[src/hdl/dpn_pkg.sv]
// Shared types, widths and codes for the discrete posterior normaliser.
`timescale 1ns / 1ps
package dpn_pkg;

    localparam int PROB_W        = 17;
    localparam int SUM_W         = 23;
    localparam int IDX_W         = 6;
    localparam int STATUS_W      = 2;
    localparam int MAX_LEAVES_DEF = 64;
    localparam int FRAC_BITS_DEF  = 16;

    typedef enum logic [STATUS_W-1:0] {
        STS_OK       = 2'd0,
        STS_NO_LIKE  = 2'd1,
        STS_NO_EVID  = 2'd2,
        STS_OVERFLOW = 2'd3
    } t_status;

    typedef enum logic [3:0] {
        ST_LOAD,
        ST_CHECK,
        ST_ERR,
        ST_M_READ,
        ST_M_MUL,
        ST_M_DIV,
        ST_M_WAIT,
        ST_SUMCHK,
        ST_P_READ,
        ST_P_START,
        ST_P_WAIT,
        ST_P_OUT
    } t_state;

    typedef struct packed {
        logic load;          // input word accepted
        logic clear_run;     // run state back to zero
        logic idx_clr;
        logic idx_inc;
        logic pair_rd;
        logic mul_en;
        logic div_start;
        logic div_post;      // 1: posterior division, 0: mass division
        logic mass_wr;
        logic mass_rd;
        logic out_load_post;
        logic out_load_err;
    } t_dp_cmd;

    typedef struct packed {
        logic overflow;
        logic max_zero;
        logic sum_zero;
        logic idx_last;
        logic div_busy;
        logic div_done;
        logic out_free;
    } t_dp_sts;

endpackage

[src/hdl/dpn_div.sv]
// Restoring divider, one quotient bit per cycle.
`timescale 1ns / 1ps
module dpn_div #(
    parameter int DVD_W = 34
) (
    input  logic                        i_clk,
    input  logic                        i_rst_n,
    input  logic                        i_start,
    input  logic [DVD_W-1:0]            i_dividend,
    input  logic [dpn_pkg::SUM_W-1:0]   i_divisor,
    output logic                        o_busy,
    output logic                        o_done,
    output logic [DVD_W-1:0]            o_quotient
);
    import dpn_pkg::*;

    localparam int CNT_W = $clog2(DVD_W + 1);

    logic [DVD_W-1:0] r_quo;
    logic [SUM_W-1:0] r_rem;
    logic [SUM_W-1:0] r_dvs;
    logic [CNT_W-1:0] r_cnt;
    logic             r_busy;
    logic             r_done;
    logic [SUM_W:0]   trial;
    logic             fits;

    assign trial = {r_rem, r_quo[DVD_W-1]};
    assign fits  = (trial >= {1'b0, r_dvs});

    always_ff @(posedge i_clk) begin
        if (!i_rst_n) begin
            r_busy <= 1'b0;
            r_done <= 1'b0;
            r_cnt  <= '0;
        end else begin
            r_done <= r_busy && (r_cnt == CNT_W'(1));
            if (i_start) begin
                r_busy <= 1'b1;
                r_cnt  <= CNT_W'(DVD_W);
            end else if (r_busy) begin
                r_cnt <= r_cnt - CNT_W'(1);
                if (r_cnt == CNT_W'(1))
                    r_busy <= 1'b0;
            end
        end
    end

    always_ff @(posedge i_clk) begin
        if (i_start) begin
            r_quo <= i_dividend;
            r_rem <= '0;
            r_dvs <= i_divisor;
        end else if (r_busy) begin
            // remainder stays below the divisor, so it fits back in SUM_W bits
            r_rem <= fits ? SUM_W'(trial - {1'b0, r_dvs}) : trial[SUM_W-1:0];
            r_quo <= {r_quo[DVD_W-2:0], fits};
        end
    end

    assign o_busy     = r_busy;
    assign o_done     = r_done;
    assign o_quotient = r_quo;

endmodule

[src/hdl/dpn_datapath.sv]
// Leaf stores, multiplier, shared divider, run registers and output register.
`timescale 1ns / 1ps
module dpn_datapath #(
    parameter int MAX_LEAVES = dpn_pkg::MAX_LEAVES_DEF,
    parameter int FRAC_BITS  = dpn_pkg::FRAC_BITS_DEF
) (
    input  logic                           i_clk,
    input  logic                           i_rst_n,
    input  dpn_pkg::t_dp_cmd               i_cmd,
    output dpn_pkg::t_dp_sts               o_sts,
    input  logic [dpn_pkg::PROB_W-1:0]     i_prior_prob,
    input  logic [dpn_pkg::PROB_W-1:0]     i_likelihood,
    input  logic                           i_ready,
    output logic                           o_valid,
    output logic [dpn_pkg::IDX_W-1:0]      o_leaf_index,
    output logic [dpn_pkg::PROB_W-1:0]     o_posterior_prob,
    output logic [dpn_pkg::PROB_W-1:0]     o_scaled_mass,
    output logic [dpn_pkg::SUM_W-1:0]      o_evidence_mass,
    output logic [dpn_pkg::PROB_W-1:0]     o_peak_likelihood,
    output logic [dpn_pkg::STATUS_W-1:0]   o_status,
    output logic                           o_last_result
);
    import dpn_pkg::*;

    localparam int CNT_W = $clog2(MAX_LEAVES + 1);
    localparam int ADR_W = (MAX_LEAVES > 1) ? $clog2(MAX_LEAVES) : 1;
    localparam int PRD_W = 2 * PROB_W;
    localparam int DVD_W = (PRD_W > PROB_W + FRAC_BITS) ? PRD_W : PROB_W + FRAC_BITS;

    // run state
    logic [CNT_W-1:0]  r_count;
    logic [PROB_W-1:0] r_max;
    logic [SUM_W-1:0]  r_sum;
    logic              r_ovf;
    logic [ADR_W-1:0]  r_idx;

    // stores
    logic [PRD_W-1:0]  pair_mem [MAX_LEAVES];
    logic [PROB_W-1:0] mass_mem [MAX_LEAVES];
    logic [PRD_W-1:0]  r_pair_rd;
    logic [PROB_W-1:0] r_mass_rd;
    logic [PRD_W-1:0]  r_prod;

    // divider
    logic [DVD_W-1:0]  div_dividend;
    logic [SUM_W-1:0]  div_divisor;
    logic              div_busy;
    logic              div_done;
    logic [DVD_W-1:0]  div_quo;
    logic [PROB_W-1:0] quo_sat;
    logic [SUM_W:0]    sum_wide;
    logic [SUM_W-1:0]  sum_sat;
    logic              count_full;
    t_status           err_status;

    // output register
    logic              r_o_valid;
    logic [IDX_W-1:0]  r_o_idx;
    logic [PROB_W-1:0] r_o_post;
    logic [PROB_W-1:0] r_o_mass;
    logic [SUM_W-1:0]  r_o_sum;
    logic [PROB_W-1:0] r_o_scale;
    t_status           r_o_status;
    logic              r_o_last;

    assign count_full = (r_count >= CNT_W'(MAX_LEAVES));
    assign quo_sat    = (|div_quo[DVD_W-1:PROB_W]) ? {PROB_W{1'b1}} : div_quo[PROB_W-1:0];
    assign sum_wide   = {1'b0, r_sum} + (SUM_W + 1)'(quo_sat);
    assign sum_sat    = sum_wide[SUM_W] ? {SUM_W{1'b1}} : sum_wide[SUM_W-1:0];

    always_comb begin
        if (r_ovf)
            err_status = STS_OVERFLOW;
        else if (r_max == '0)
            err_status = STS_NO_LIKE;
        else
            err_status = STS_NO_EVID;
    end

    always_comb begin
        if (i_cmd.div_post) begin
            div_dividend = DVD_W'({r_mass_rd, {FRAC_BITS{1'b0}}});
            div_divisor  = r_sum;
        end else begin
            div_dividend = DVD_W'(r_prod);
            div_divisor  = SUM_W'(r_max);
        end
    end

    dpn_div #(
        .DVD_W (DVD_W)
    ) u_div (
        .i_clk      (i_clk),
        .i_rst_n    (i_rst_n),
        .i_start    (i_cmd.div_start),
        .i_dividend (div_dividend),
        .i_divisor  (div_divisor),
        .o_busy     (div_busy),
        .o_done     (div_done),
        .o_quotient (div_quo)
    );

    // run registers
    always_ff @(posedge i_clk) begin
        if (!i_rst_n) begin
            r_count <= '0;
            r_max   <= '0;
            r_sum   <= '0;
            r_ovf   <= 1'b0;
            r_idx   <= '0;
        end else begin
            if (i_cmd.clear_run) begin
                r_count <= '0;
                r_max   <= '0;
                r_sum   <= '0;
                r_ovf   <= 1'b0;
            end
            if (i_cmd.load) begin
                if (count_full) begin
                    r_ovf <= 1'b1;
                end else begin
                    r_count <= r_count + CNT_W'(1);
                    if (i_likelihood > r_max)
                        r_max <= i_likelihood;
                end
            end
            if (i_cmd.mass_wr)
                r_sum <= sum_sat;
            if (i_cmd.idx_clr || i_cmd.clear_run)
                r_idx <= '0;
            else if (i_cmd.idx_inc)
                r_idx <= r_idx + ADR_W'(1);
        end
    end

    always_ff @(posedge i_clk) begin
        if (i_cmd.load && !count_full)
            pair_mem[r_count[ADR_W-1:0]] <= {i_prior_prob, i_likelihood};
        if (i_cmd.pair_rd)
            r_pair_rd <= pair_mem[r_idx];
        if (i_cmd.mul_en)
            r_prod <= r_pair_rd[PRD_W-1:PROB_W] * r_pair_rd[PROB_W-1:0];
    end

    always_ff @(posedge i_clk) begin
        if (i_cmd.mass_wr)
            mass_mem[r_idx] <= quo_sat;
        if (i_cmd.mass_rd)
            r_mass_rd <= mass_mem[r_idx];
    end

    // output register
    always_ff @(posedge i_clk) begin
        if (!i_rst_n)
            r_o_valid <= 1'b0;
        else if (i_cmd.out_load_post || i_cmd.out_load_err)
            r_o_valid <= 1'b1;
        else if (i_ready)
            r_o_valid <= 1'b0;
    end

    always_ff @(posedge i_clk) begin
        if (i_cmd.out_load_post) begin
            r_o_idx    <= IDX_W'(r_idx);
            r_o_post   <= quo_sat;
            r_o_mass   <= r_mass_rd;
            r_o_sum    <= r_sum;
            r_o_scale  <= r_max;
            r_o_status <= STS_OK;
            r_o_last   <= o_sts.idx_last;
        end else if (i_cmd.out_load_err) begin
            r_o_idx    <= '0;
            r_o_post   <= '0;
            r_o_mass   <= '0;
            r_o_sum    <= '0;
            r_o_scale  <= r_max;
            r_o_status <= err_status;
            r_o_last   <= 1'b1;
        end
    end

    assign o_sts.overflow = r_ovf;
    assign o_sts.max_zero = (r_max == '0);
    assign o_sts.sum_zero = (r_sum == '0);
    assign o_sts.idx_last = (CNT_W'(r_idx) + CNT_W'(1) == r_count);
    assign o_sts.div_busy = div_busy;
    assign o_sts.div_done = div_done;
    assign o_sts.out_free = !r_o_valid || i_ready;

    assign o_valid            = r_o_valid;
    assign o_leaf_index       = r_o_idx;
    assign o_posterior_prob   = r_o_post;
    assign o_scaled_mass      = r_o_mass;
    assign o_evidence_mass    = r_o_sum;
    assign o_peak_likelihood  = r_o_scale;
    assign o_status           = r_o_status;
    assign o_last_result      = r_o_last;

    a_count_bound: assert property (@(posedge i_clk) disable iff (!i_rst_n)
        r_count <= CNT_W'(MAX_LEAVES))
        else $error("leaf count beyond store depth");

    a_sum_grows: assert property (@(posedge i_clk) disable iff (!i_rst_n)
        i_cmd.mass_wr |=> r_sum >= $past(r_sum))
        else $error("evidence sum shrank while accumulating");

    a_out_loaded: assert property (@(posedge i_clk) disable iff (!i_rst_n)
        (i_cmd.out_load_post || i_cmd.out_load_err) |=> r_o_valid)
        else $error("output register load lost");

endmodule

[src/hdl/dpn_ctrl.sv]
// Sequencer for loading, mass pass, posterior pass and error words.
`timescale 1ns / 1ps
module dpn_ctrl (
    input  logic              i_clk,
    input  logic              i_rst_n,
    input  logic              i_valid,
    input  logic              i_last_leaf,
    output logic              o_ready,
    output dpn_pkg::t_dp_cmd  o_cmd,
    input  dpn_pkg::t_dp_sts  i_sts
);
    import dpn_pkg::*;

    t_state r_state;
    t_state n_state;

    always_ff @(posedge i_clk) begin
        if (!i_rst_n)
            r_state <= ST_LOAD;
        else
            r_state <= n_state;
    end

    assign o_ready = (r_state == ST_LOAD);

    always_comb begin
        n_state = r_state;
        o_cmd   = '0;
        case (r_state)
            ST_LOAD: begin
                if (i_valid) begin
                    o_cmd.load = 1'b1;
                    if (i_last_leaf)
                        n_state = ST_CHECK;
                end
            end
            ST_CHECK: begin
                if (i_sts.overflow || i_sts.max_zero) begin
                    n_state = ST_ERR;
                end else begin
                    o_cmd.idx_clr = 1'b1;
                    n_state       = ST_M_READ;
                end
            end
            ST_ERR: begin
                if (i_sts.out_free) begin
                    o_cmd.out_load_err = 1'b1;
                    o_cmd.clear_run    = 1'b1;
                    n_state            = ST_LOAD;
                end
            end
            ST_M_READ: begin
                o_cmd.pair_rd = 1'b1;
                n_state       = ST_M_MUL;
            end
            ST_M_MUL: begin
                o_cmd.mul_en = 1'b1;
                n_state      = ST_M_DIV;
            end
            ST_M_DIV: begin
                o_cmd.div_start = 1'b1;
                n_state         = ST_M_WAIT;
            end
            ST_M_WAIT: begin
                if (i_sts.div_done) begin
                    o_cmd.mass_wr = 1'b1;
                    if (i_sts.idx_last) begin
                        n_state = ST_SUMCHK;
                    end else begin
                        o_cmd.idx_inc = 1'b1;
                        n_state       = ST_M_READ;
                    end
                end
            end
            ST_SUMCHK: begin
                if (i_sts.sum_zero) begin
                    n_state = ST_ERR;
                end else begin
                    o_cmd.idx_clr = 1'b1;
                    n_state       = ST_P_READ;
                end
            end
            ST_P_READ: begin
                o_cmd.mass_rd = 1'b1;
                n_state       = ST_P_START;
            end
            ST_P_START: begin
                o_cmd.div_start = 1'b1;
                o_cmd.div_post  = 1'b1;
                n_state         = ST_P_WAIT;
            end
            ST_P_WAIT: begin
                if (i_sts.div_done)
                    n_state = ST_P_OUT;
            end
            ST_P_OUT: begin
                // quotient holds in the divider until the output register frees
                if (i_sts.out_free) begin
                    o_cmd.out_load_post = 1'b1;
                    if (i_sts.idx_last) begin
                        o_cmd.clear_run = 1'b1;
                        n_state         = ST_LOAD;
                    end else begin
                        o_cmd.idx_inc = 1'b1;
                        n_state       = ST_P_READ;
                    end
                end
            end
            default: begin
                n_state = ST_LOAD;
            end
        endcase
    end

    a_div_idle_start: assert property (@(posedge i_clk) disable iff (!i_rst_n)
        o_cmd.div_start |-> !i_sts.div_busy)
        else $error("divider restarted while busy");

    a_out_slot: assert property (@(posedge i_clk) disable iff (!i_rst_n)
        (o_cmd.out_load_post || o_cmd.out_load_err) |-> i_sts.out_free)
        else $error("output register overwritten");

    a_stop_after_last: assert property (@(posedge i_clk) disable iff (!i_rst_n)
        (o_cmd.load && i_last_leaf) |=> !o_ready)
        else $error("input taken after marked leaf");

endmodule

[src/hdl/discrete_posterior_normalizer_core.sv]
// Discrete posterior normaliser: top level joining sequencer and datapath.
//
// Input channel (i_valid / o_ready): one word per leaf, prior and likelihood in
// unsigned Q1.16; i_last_leaf marks the final leaf and starts the computation.
// Leaves load at one per cycle. After the marked leaf o_ready stays low until
// the whole set has been answered.
// Output channel (o_valid / i_ready): one word per leaf in load order with the
// posterior, scaled mass, evidence sum and scale; o_last_result marks the end.
// An error (all likelihoods zero, zero evidence, too many leaves) gives a
// single word carrying its status instead.
// A serial divider of D = max(34, 17 + FRAC_BITS) steps is shared by both
// passes. Per leaf, the mass pass reads the pair, multiplies prior by
// likelihood, divides by the peak likelihood and adds the mass to the sum;
// the posterior pass divides the stored mass by the sum and loads the output.
// The output register lets the next word be computed while one waits; when the
// receiver stalls, the sequencer holds with the finished quotient.
// Reset (synchronous, active low) clears the run state and the output valid;
// the leaf stores need no clearing.
`timescale 1ns / 1ps
module discrete_posterior_normalizer_core #(
    parameter int MAX_LEAVES = dpn_pkg::MAX_LEAVES_DEF,
    parameter int FRAC_BITS  = dpn_pkg::FRAC_BITS_DEF
) (
    input  logic                           i_clk,
    input  logic                           i_rst_n,
    input  logic                           i_valid,
    output logic                           o_ready,
    input  logic [dpn_pkg::PROB_W-1:0]     i_prior_prob,
    input  logic [dpn_pkg::PROB_W-1:0]     i_likelihood,
    input  logic                           i_last_leaf,
    output logic                           o_valid,
    input  logic                           i_ready,
    output logic [dpn_pkg::IDX_W-1:0]      o_leaf_index,
    output logic [dpn_pkg::PROB_W-1:0]     o_posterior_prob,
    output logic [dpn_pkg::PROB_W-1:0]     o_scaled_mass,
    output logic [dpn_pkg::SUM_W-1:0]      o_evidence_mass,
    output logic [dpn_pkg::PROB_W-1:0]     o_peak_likelihood,
    output logic [dpn_pkg::STATUS_W-1:0]   o_status,
    output logic                           o_last_result
);
    import dpn_pkg::*;

    t_dp_cmd cmd;
    t_dp_sts sts;

    dpn_ctrl u_ctrl (
        .i_clk       (i_clk),
        .i_rst_n     (i_rst_n),
        .i_valid     (i_valid),
        .i_last_leaf (i_last_leaf),
        .o_ready     (o_ready),
        .o_cmd       (cmd),
        .i_sts       (sts)
    );

    dpn_datapath #(
        .MAX_LEAVES (MAX_LEAVES),
        .FRAC_BITS  (FRAC_BITS)
    ) u_datapath (
        .i_clk              (i_clk),
        .i_rst_n            (i_rst_n),
        .i_cmd              (cmd),
        .o_sts              (sts),
        .i_prior_prob       (i_prior_prob),
        .i_likelihood       (i_likelihood),
        .i_ready            (i_ready),
        .o_valid            (o_valid),
        .o_leaf_index       (o_leaf_index),
        .o_posterior_prob   (o_posterior_prob),
        .o_scaled_mass      (o_scaled_mass),
        .o_evidence_mass    (o_evidence_mass),
        .o_peak_likelihood  (o_peak_likelihood),
        .o_status           (o_status),
        .o_last_result      (o_last_result)
    );

endmodule

[config.mk]
export PLATFORM = sky130hd
export DESIGN_NAME = discrete_posterior_normalizer_core
export DESIGN_NICKNAME = d
export VERILOG_FILES = /design/src/hdl/dpn_pkg.sv /design/src/hdl/dpn_div.sv /design/src/hdl/dpn_datapath.sv /design/src/hdl/dpn_ctrl.sv /design/src/hdl/discrete_posterior_normalizer_core.sv
export SDC_FILE = /design/constraint.sdc
export NUM_CORES = 2
export LEC_CHECK = 0
export BUFFER_PORTS_ARGS = -buffer_cell sky130_fd_sc_hd__buf_2
export CAP_MARGIN = 10
export CORE_MARGIN = 2
export CORE_UTILIZATION = 45
export CTS_CLUSTER_DIAMETER = 150
export DETAILED_ROUTE_END_ITERATION = 8
export PLACE_DENSITY = 0.7
export SETUP_SLACK_MARGIN = 0.02
export SYNTH_ARGS = -nofsm -noshare
export SYNTH_HDL_FRONTEND = slang
export SYNTH_SLANG_ARGS = --single-unit
[constraint.sdc]
create_clock -name i_clk -period 7.79 [get_ports i_clk]
set_input_delay 1.1685 -clock i_clk [delete_from_list [all_inputs] [get_ports i_clk]]
set_output_delay 1.1685 -clock i_clk [all_outputs]
set_load 0.02 [all_outputs]
## After elaboration in Yosys (flattened, before gate mapping)

Memory sizes are Yosys's and may differ from the RTL's. A register that Yosys moved wholly into a read port is not among the register bits.
Cells that the tools add are included.

| storage, ports and cells | value |
|---|---|
| memory bits (writable) | 3264 |
| word-level logic and storage cells | 151 |
| memories kept | 2 |
| output and inout bits | 85 |
| input port bits | 39 |
| register bits after elaboration | 264 |

| operators by class | value |
|---|---|
| $add $sub $neg | 6 |
| order comparisons | 3 |
| multipliers | 1 |
| bitwise operators | 1 |
| reductions and logical operators | 20 |
| multiplexer cells | 76 |
| equal/unequal tests | 19 |

Memory list:

| memory | words | width | rd ports | clocked after memory_dff | write ports | RTL line | text |
|---|---|---|---|---|---|---|---|
| u_datapath.pair_mem | 64 | 34 | 1 | 1 | 1 | dpn_datapath.sv:38 | `logic [PRD_W-1:0] pair_mem [MAX_LEAVES];` |
| u_datapath.mass_mem | 64 | 17 | 1 | 1 | 1 | dpn_datapath.sv:39 | `logic [PROB_W-1:0] mass_mem [MAX_LEAVES];` |

Operator list:

| cell | count |
|---|---|
| $mux 17 | 11 |
| $mux 23 | 6 |
| $mux 34 | 3 |
| $pmux 4 s12 | 1 |
| $mul 17x17->34 | 1 |
| $mux 1 | 34 |
| $mux 4 | 8 |
| $add 23x17->24 | 1 |
| $ge 24x23->1 | 1 |
| $mux 6 | 4 |
| $logic_not 23->1 | 1 |
| $sub 23x23->23 | 1 |
| $mux 7 | 3 |
| $gt 17x17->1 | 1 |
| $logic_not 17->1 | 1 |
| $reduce_or 17->1 | 1 |
| $eq 4x3->1 const B | 4 |
| $eq 4x4->1 const B | 4 |
| $eq 4x2->1 const B | 2 |
| $reduce_bool 2->1 | 4 |
| $add 6x1->7 const B | 1 |
| $add 7x1->7 const B | 1 |
| $eq 7x7->1 | 1 |
| $ge 7x7->1 const B | 1 |
| other kinds (16) | 30 |

## Longest topological paths before layout

| logic depth | value |
|---|---|
| depth in word-level cells | 9 |
| gate-level depth with buffers | 24 |
| mapped depth without buffers | 22 |

## Cells and area by module

From an unflattened synthesis, not the netlist that was laid out.

| second synthesis, totals | value |
|---|---|
| cell total of the unflattened synthesis | 9088 |
| area total of the unflattened synthesis | 149243.1 µm² |

By module, submodules not included:

| module | area each (µm²) | seq. area each (µm²) | instances | cells each |
|---|---|---|---|---|
| dpn_datapath | 144060.7 | 104139.9 | 1 | 8584 |
| dpn_div | 4709.5 | 2332.2 | 1 | 436 |
| dpn_ctrl | 473.0 | 80.1 | 1 | 68 |

## Worst setup path after synthesis

Ideal clock, no wire load.

| timing path | value |
|---|---|
| path type | flip-flop to flip-flop |
| start point | register u_datapath.r_pair_rd[8] (read register of u_datapath.pair_mem) |
| end point | register u_datapath.r_prod[31] (data pin) |
| required time | 7531 ps |
| setup slack | 1686 ps |
| period minus slack after synthesis | 6104 ps |
| arrival time | 5845 ps |
| setup time | 259 ps |
| stages on the path, launching flop included | 23 |
| path buffers | 3 |
| cells stage by stage | edfxtp_1 > clkbuf_1 > clkbuf_1 > nand2_1 > fa_1 > inv_1 > fa_1 > fa_1 > fa_1 > fa_1 > inv_1 > fa_1 > inv_1 > ha_1 > clkbuf_1 > o21ai_1 > o21a_1 > o21ai_0 > o211a_1 > or3_1 > a31o_2 > a21oi_1 > xnor2_1 |

| between the ends | value |
|---|---|
| longest elaborated chain between the ends | 1 |

RTL lines:

| what | RTL line | text |
|---|---|---|
| start, declared | dpn_datapath.sv:40 | `logic [PRD_W-1:0] r_pair_rd;` |
| $mul 17x17->34 | dpn_datapath.sv:142 | `r_prod <= r_pair_rd[PRD_W-1:PROB_W] * r_pair_rd[PROB_W-1:0];` |
| end signal, assigned | dpn_datapath.sv:142 |  |
| end, declared | dpn_datapath.sv:42 | `logic [PRD_W-1:0] r_prod;` |

Every way passes these cells.
A chain may end at the register's enable or synchronous reset.

## Worst setup path in the final report

| timing path | value |
|---|---|
| start point | register u_datapath.r_pair_rd[11] (read register of u_datapath.pair_mem) |
| end point | register u_datapath.r_prod[31] (data pin) |

The elaborated chain is that of the path after synthesis.

==> metrics.log <==
INFO  metric cts_hold_buffers = 0
INFO  metric clkLatencyLatePin = 0.96 ns
INFO  metric drt-initial-drc-count = 14.1k
INFO  metric syn_area = 142000 µm²
INFO  metric kind_of_capture_point_of_the_worst_setup_path = register
INFO  metric setup-tns-final = 0 ns
INFO  metric rsz_0062_raised_after_global_routing = no
INFO  metric criticalPathCategory = reg2reg
INFO  metric syn_nets = 9012
INFO  metric ff2ff_path_depth = 20
INFO  metric finalNetCount = 9236
INFO  metric timing.max_slew.rel_slack = 0.0515
INFO  metric grt_overflow = 0
INFO  metric worst-path-max-fanout = 17
INFO  metric cts_sinks = 3579
INFO  metric drt_drc_violations_left = 0
INFO  metric drt-vias-per-instance = 6.57
INFO  metric post_layout_nonfiller_instances = 13.3k
INFO  metric chipHeight = 565 µm
INFO  metric period_needed = 6.75 ns
INFO  metric post_route_cells_drive_above_1_share = 0.115
INFO  metric post_cts.repair.setup_buffers = 0
INFO  metric synthesis.instances = 8574
INFO  metric max-clock-path-buffers = 4
INFO  metric die_w = 565 µm
INFO  metric ys.warnings.count = 0
INFO  metric synthesis.area_per_instance = 16.5 µm²
INFO  metric gp_congestion = 0.895
INFO  metric worst_path_max_delay_cell = edfxtp_1
INFO  metric report.final.hold_viol_count = 0
INFO  metric fmax = 0.148 GHz
INFO  metric critPathTopFamily = adder cells
INFO  metric finalSetupViolCount = 0
INFO  metric antenna_found_initial = 39
INFO  metric path_buf_inv = 4
INFO  metric yosysUniqueCellTypes = 80
INFO  metric path_depth = 20
INFO  metric synthTopCellsByArea = edfxtp_1 74%, a22oi_1 5.2%, fa_1 3.2%, a22o_1 2.1%, a221oi_1 2.1%
INFO  metric worstHoldPathType = reg2reg
INFO  metric worst_ep_required_time = 8.47 ns
INFO  metric clock_tree.htree_level_count = 5
INFO  metric post_cts.resized_instances = 0
INFO  metric startpoint_type = register
INFO  metric die-area = 320000 µm²
INFO  metric synth_top_area_share = 0.738
INFO  metric maxCapViolCount = 0
INFO  metric final_min_period_over_clock_period = 0.866
INFO  metric post_route_clock_skew = 0.0948 ns
INFO  metric avgRoutedWirePerCell = 32.9 µm
INFO  metric io_buffers = 123
INFO  metric synth_sequential_area_ratio = 0.751
INFO  metric wire_length_of_the_first_global_routing_pass = 612 mm
INFO  metric synthDominantAreaCellType = edfxtp_1
INFO  metric worst_path_most_repeated_cell = fa_1
INFO  metric rows = 206
INFO  metric run_status = finished clean
INFO  metric path_clk_slew = 0.06 ns
INFO  metric wirelength = 437 mm
INFO  metric tritoncts = done
INFO  metric vdd_ir_drop_max = 0.217 mV
INFO  metric dpl.cell_count = 12.6k
INFO  metric core_area = 314000 µm²
INFO  metric dr_total_vias = 87.2k
INFO  metric syn2layout_area_growth = 12.8%
INFO  metric timing_max_transition_violations_final = 0
INFO  metric arrival = 7.42 ns
INFO  metric grt_util_all_layers = 0.267
INFO  metric max_stage_delay = 0.76 ns
INFO  metric synth-main-ff-cell = edfxtp_1
INFO  metric path_cells = and2_1 > fa_1 > inv_1 > fa_1 > inv_1 > fa_1 > fa_1 > fa_1 > inv_1 > fa_1 > inv_1 > ha_1 > a211oi_1 > o21a_1 > o21ai_0 > o211a_1 > or3_1 > a31o_2 > a21oi_1 > xnor2_1
INFO  metric worst_pin_slew = 1.42 ns
INFO  metric drt-pass1-iter-count = 6
INFO  metric synth_enable_flop_cells = 3487
INFO  metric clock-root-buffer = clkbuf_16
INFO  metric antenna_violating_nets_post_route = 0
INFO  metric timing.hold.worst_path_depth = 2
INFO  metric via_count_of_the_first_global_routing_pass = 83.2k
INFO  metric io_pins = 124
INFO  metric power_leakage = 48.0 nW
INFO  metric grt_start_max_net_pins = 106
INFO  metric synth_seq_cells = 3579
INFO  metric initial_core_util = 0.451
INFO  metric fraction_of_synthesis_flops_using_an_asynchronous_set_or_reset_pin = 0
INFO  metric cellPowerDensity = 254 nW/µm²
INFO  metric tritoncts.num_buffers = 355
INFO  metric dpl.hpwl = 243 mm
cell usage after synthesis, types with 39 or more instances:
| master | number |
|---|---|
| edfxtp_1 | 3487 |
| a22oi_1 | 982 |
| a22o_1 | 345 |
| a221oi_1 | 333 |
| inv_1 | 333 |
| a31oi_1 | 327 |
| clkbuf_1 | 311 |
| nor2_1 | 290 |
| nand2_1 | 254 |
| fa_1 | 226 |
| a21oi_1 | 206 |
| and2_1 | 198 |
| ha_1 | 173 |
| buf_1 | 120 |
| nand4_1 | 99 |
| buf_2 | 98 |
| dfxtp_1 | 92 |
| nand3_1 | 88 |
| nor4_1 | 86 |
| o21ai_0 | 66 |
| xnor2_1 | 41 |
| nor3_1 | 39 |
final cells by class:
class	count	area (µm²)
Fill cell	24800	154000
Sequential cell	3579	107000
Multi-Input combinational cell	4121	32500
Clock buffer	439	9240
Tap cell	4160	5200
Timing Repair Buffer	404	3120
Clock inverter	207	2010
Inverter	337	1260
Antenna cell	20	50.0
final timing paths:
path | start | end | slack (ns)
worst min-delay path | u_datapath.u_div.r_rem[21] | u_datapath.u_div.r_rem[21] | 0.49
worst min register to register | u_datapath.u_div.r_rem[21] | u_datapath.u_div.r_rem[21] | 0.49
worst max register to register | u_datapath.r_pair_rd[11] | u_datapath.r_prod[31] | 1.05
worst max-delay path | u_datapath.r_pair_rd[11] | u_datapath.r_prod[31] | 1.05
report_power, final:
group,total (mW),internal [mW],switching (mW)
combinational,2.56,0.922,1.64
clock,16.6,9.22,7.39
sequential,21.4,21.2,0.141
metal layers:
| metal | global-route usage | wire (µm) | vias to the layer above |
|---|---|---|---|
| li1 | - | - | 35100 |
| met1 | 0.358 | 157000 | 43900 |
| met2 | 0.407 | 196000 | 7012 |
| met3 | 0.0779 | 62800 | 1134 |
| met4 | 0.114 | 20600 | 36 |
| met5 | 0 | 247 | - |
cells in the final DEF (no fill, tap or decap), drive strengths merged, types with 23 or more instances in the layout:
cell type and count:
nor2 292, inv 350, nand2b 24, a221oi 333, nor4 86, xnor2 41, a21oi 208, a22o 345
a22oi 982, fa 226, nand2 254, nand3 88, xor2 23, clkbuf 439, a21o 34, a211oi 24
o21ai 73, and2 200, dfxtp 92, clkinv 166, nand4 99, buf 404, ha 173, edfxtp 3487
nor3 39, a31oi 327
kinds of logic (layout without fill, tap and decap cells):
logic type	count (synthesis)	in the layout	share of synthesized area
flops	3579	3579	0.751
compound gates	2465	2465	0.129
simple gates	1155	1155	0.0407
buf+inv	874	1387	0.0244
fa+ha+maj	399	399	0.0472
xor+xnor	64	64	0.00395
mux	38	38	0.00284
other cells	0	20	0
worst min-delay path: stages, from the launching register on:
cell	delay, ns
dfxtp_1	0.33
nand2_1	0.06
o31ai_1	0.05
stage by stage:
stage          cell area, µm²  setup WS [ns]   util  total power [mW]  hold WS (ns)
2_1_floorplan          142000           1.69      -              23.4         0.447
3_3_place_gp           149000           1.14  0.473              24.3         0.473
3_5_place_dp           149000           1.10  0.473              24.3         0.476
4_1_cts                160000           1.06  0.509              40.6         0.484
5_1_grt                160000          0.676  0.509              41.7         0.505
6_report               160000           1.05  0.509              40.5         0.491
registers in the layout (all words and copies together), names as in the netlist, 34 cells and up:
name,cells
u_datapath.pair_mem,2176
u_datapath.mass_mem,1088
u_datapath.r_pair_rd,34
u_datapath.r_prod,34
u_datapath.u_div.o_quotient,34
No activity file was read; power rests on OpenSTA's default activity.
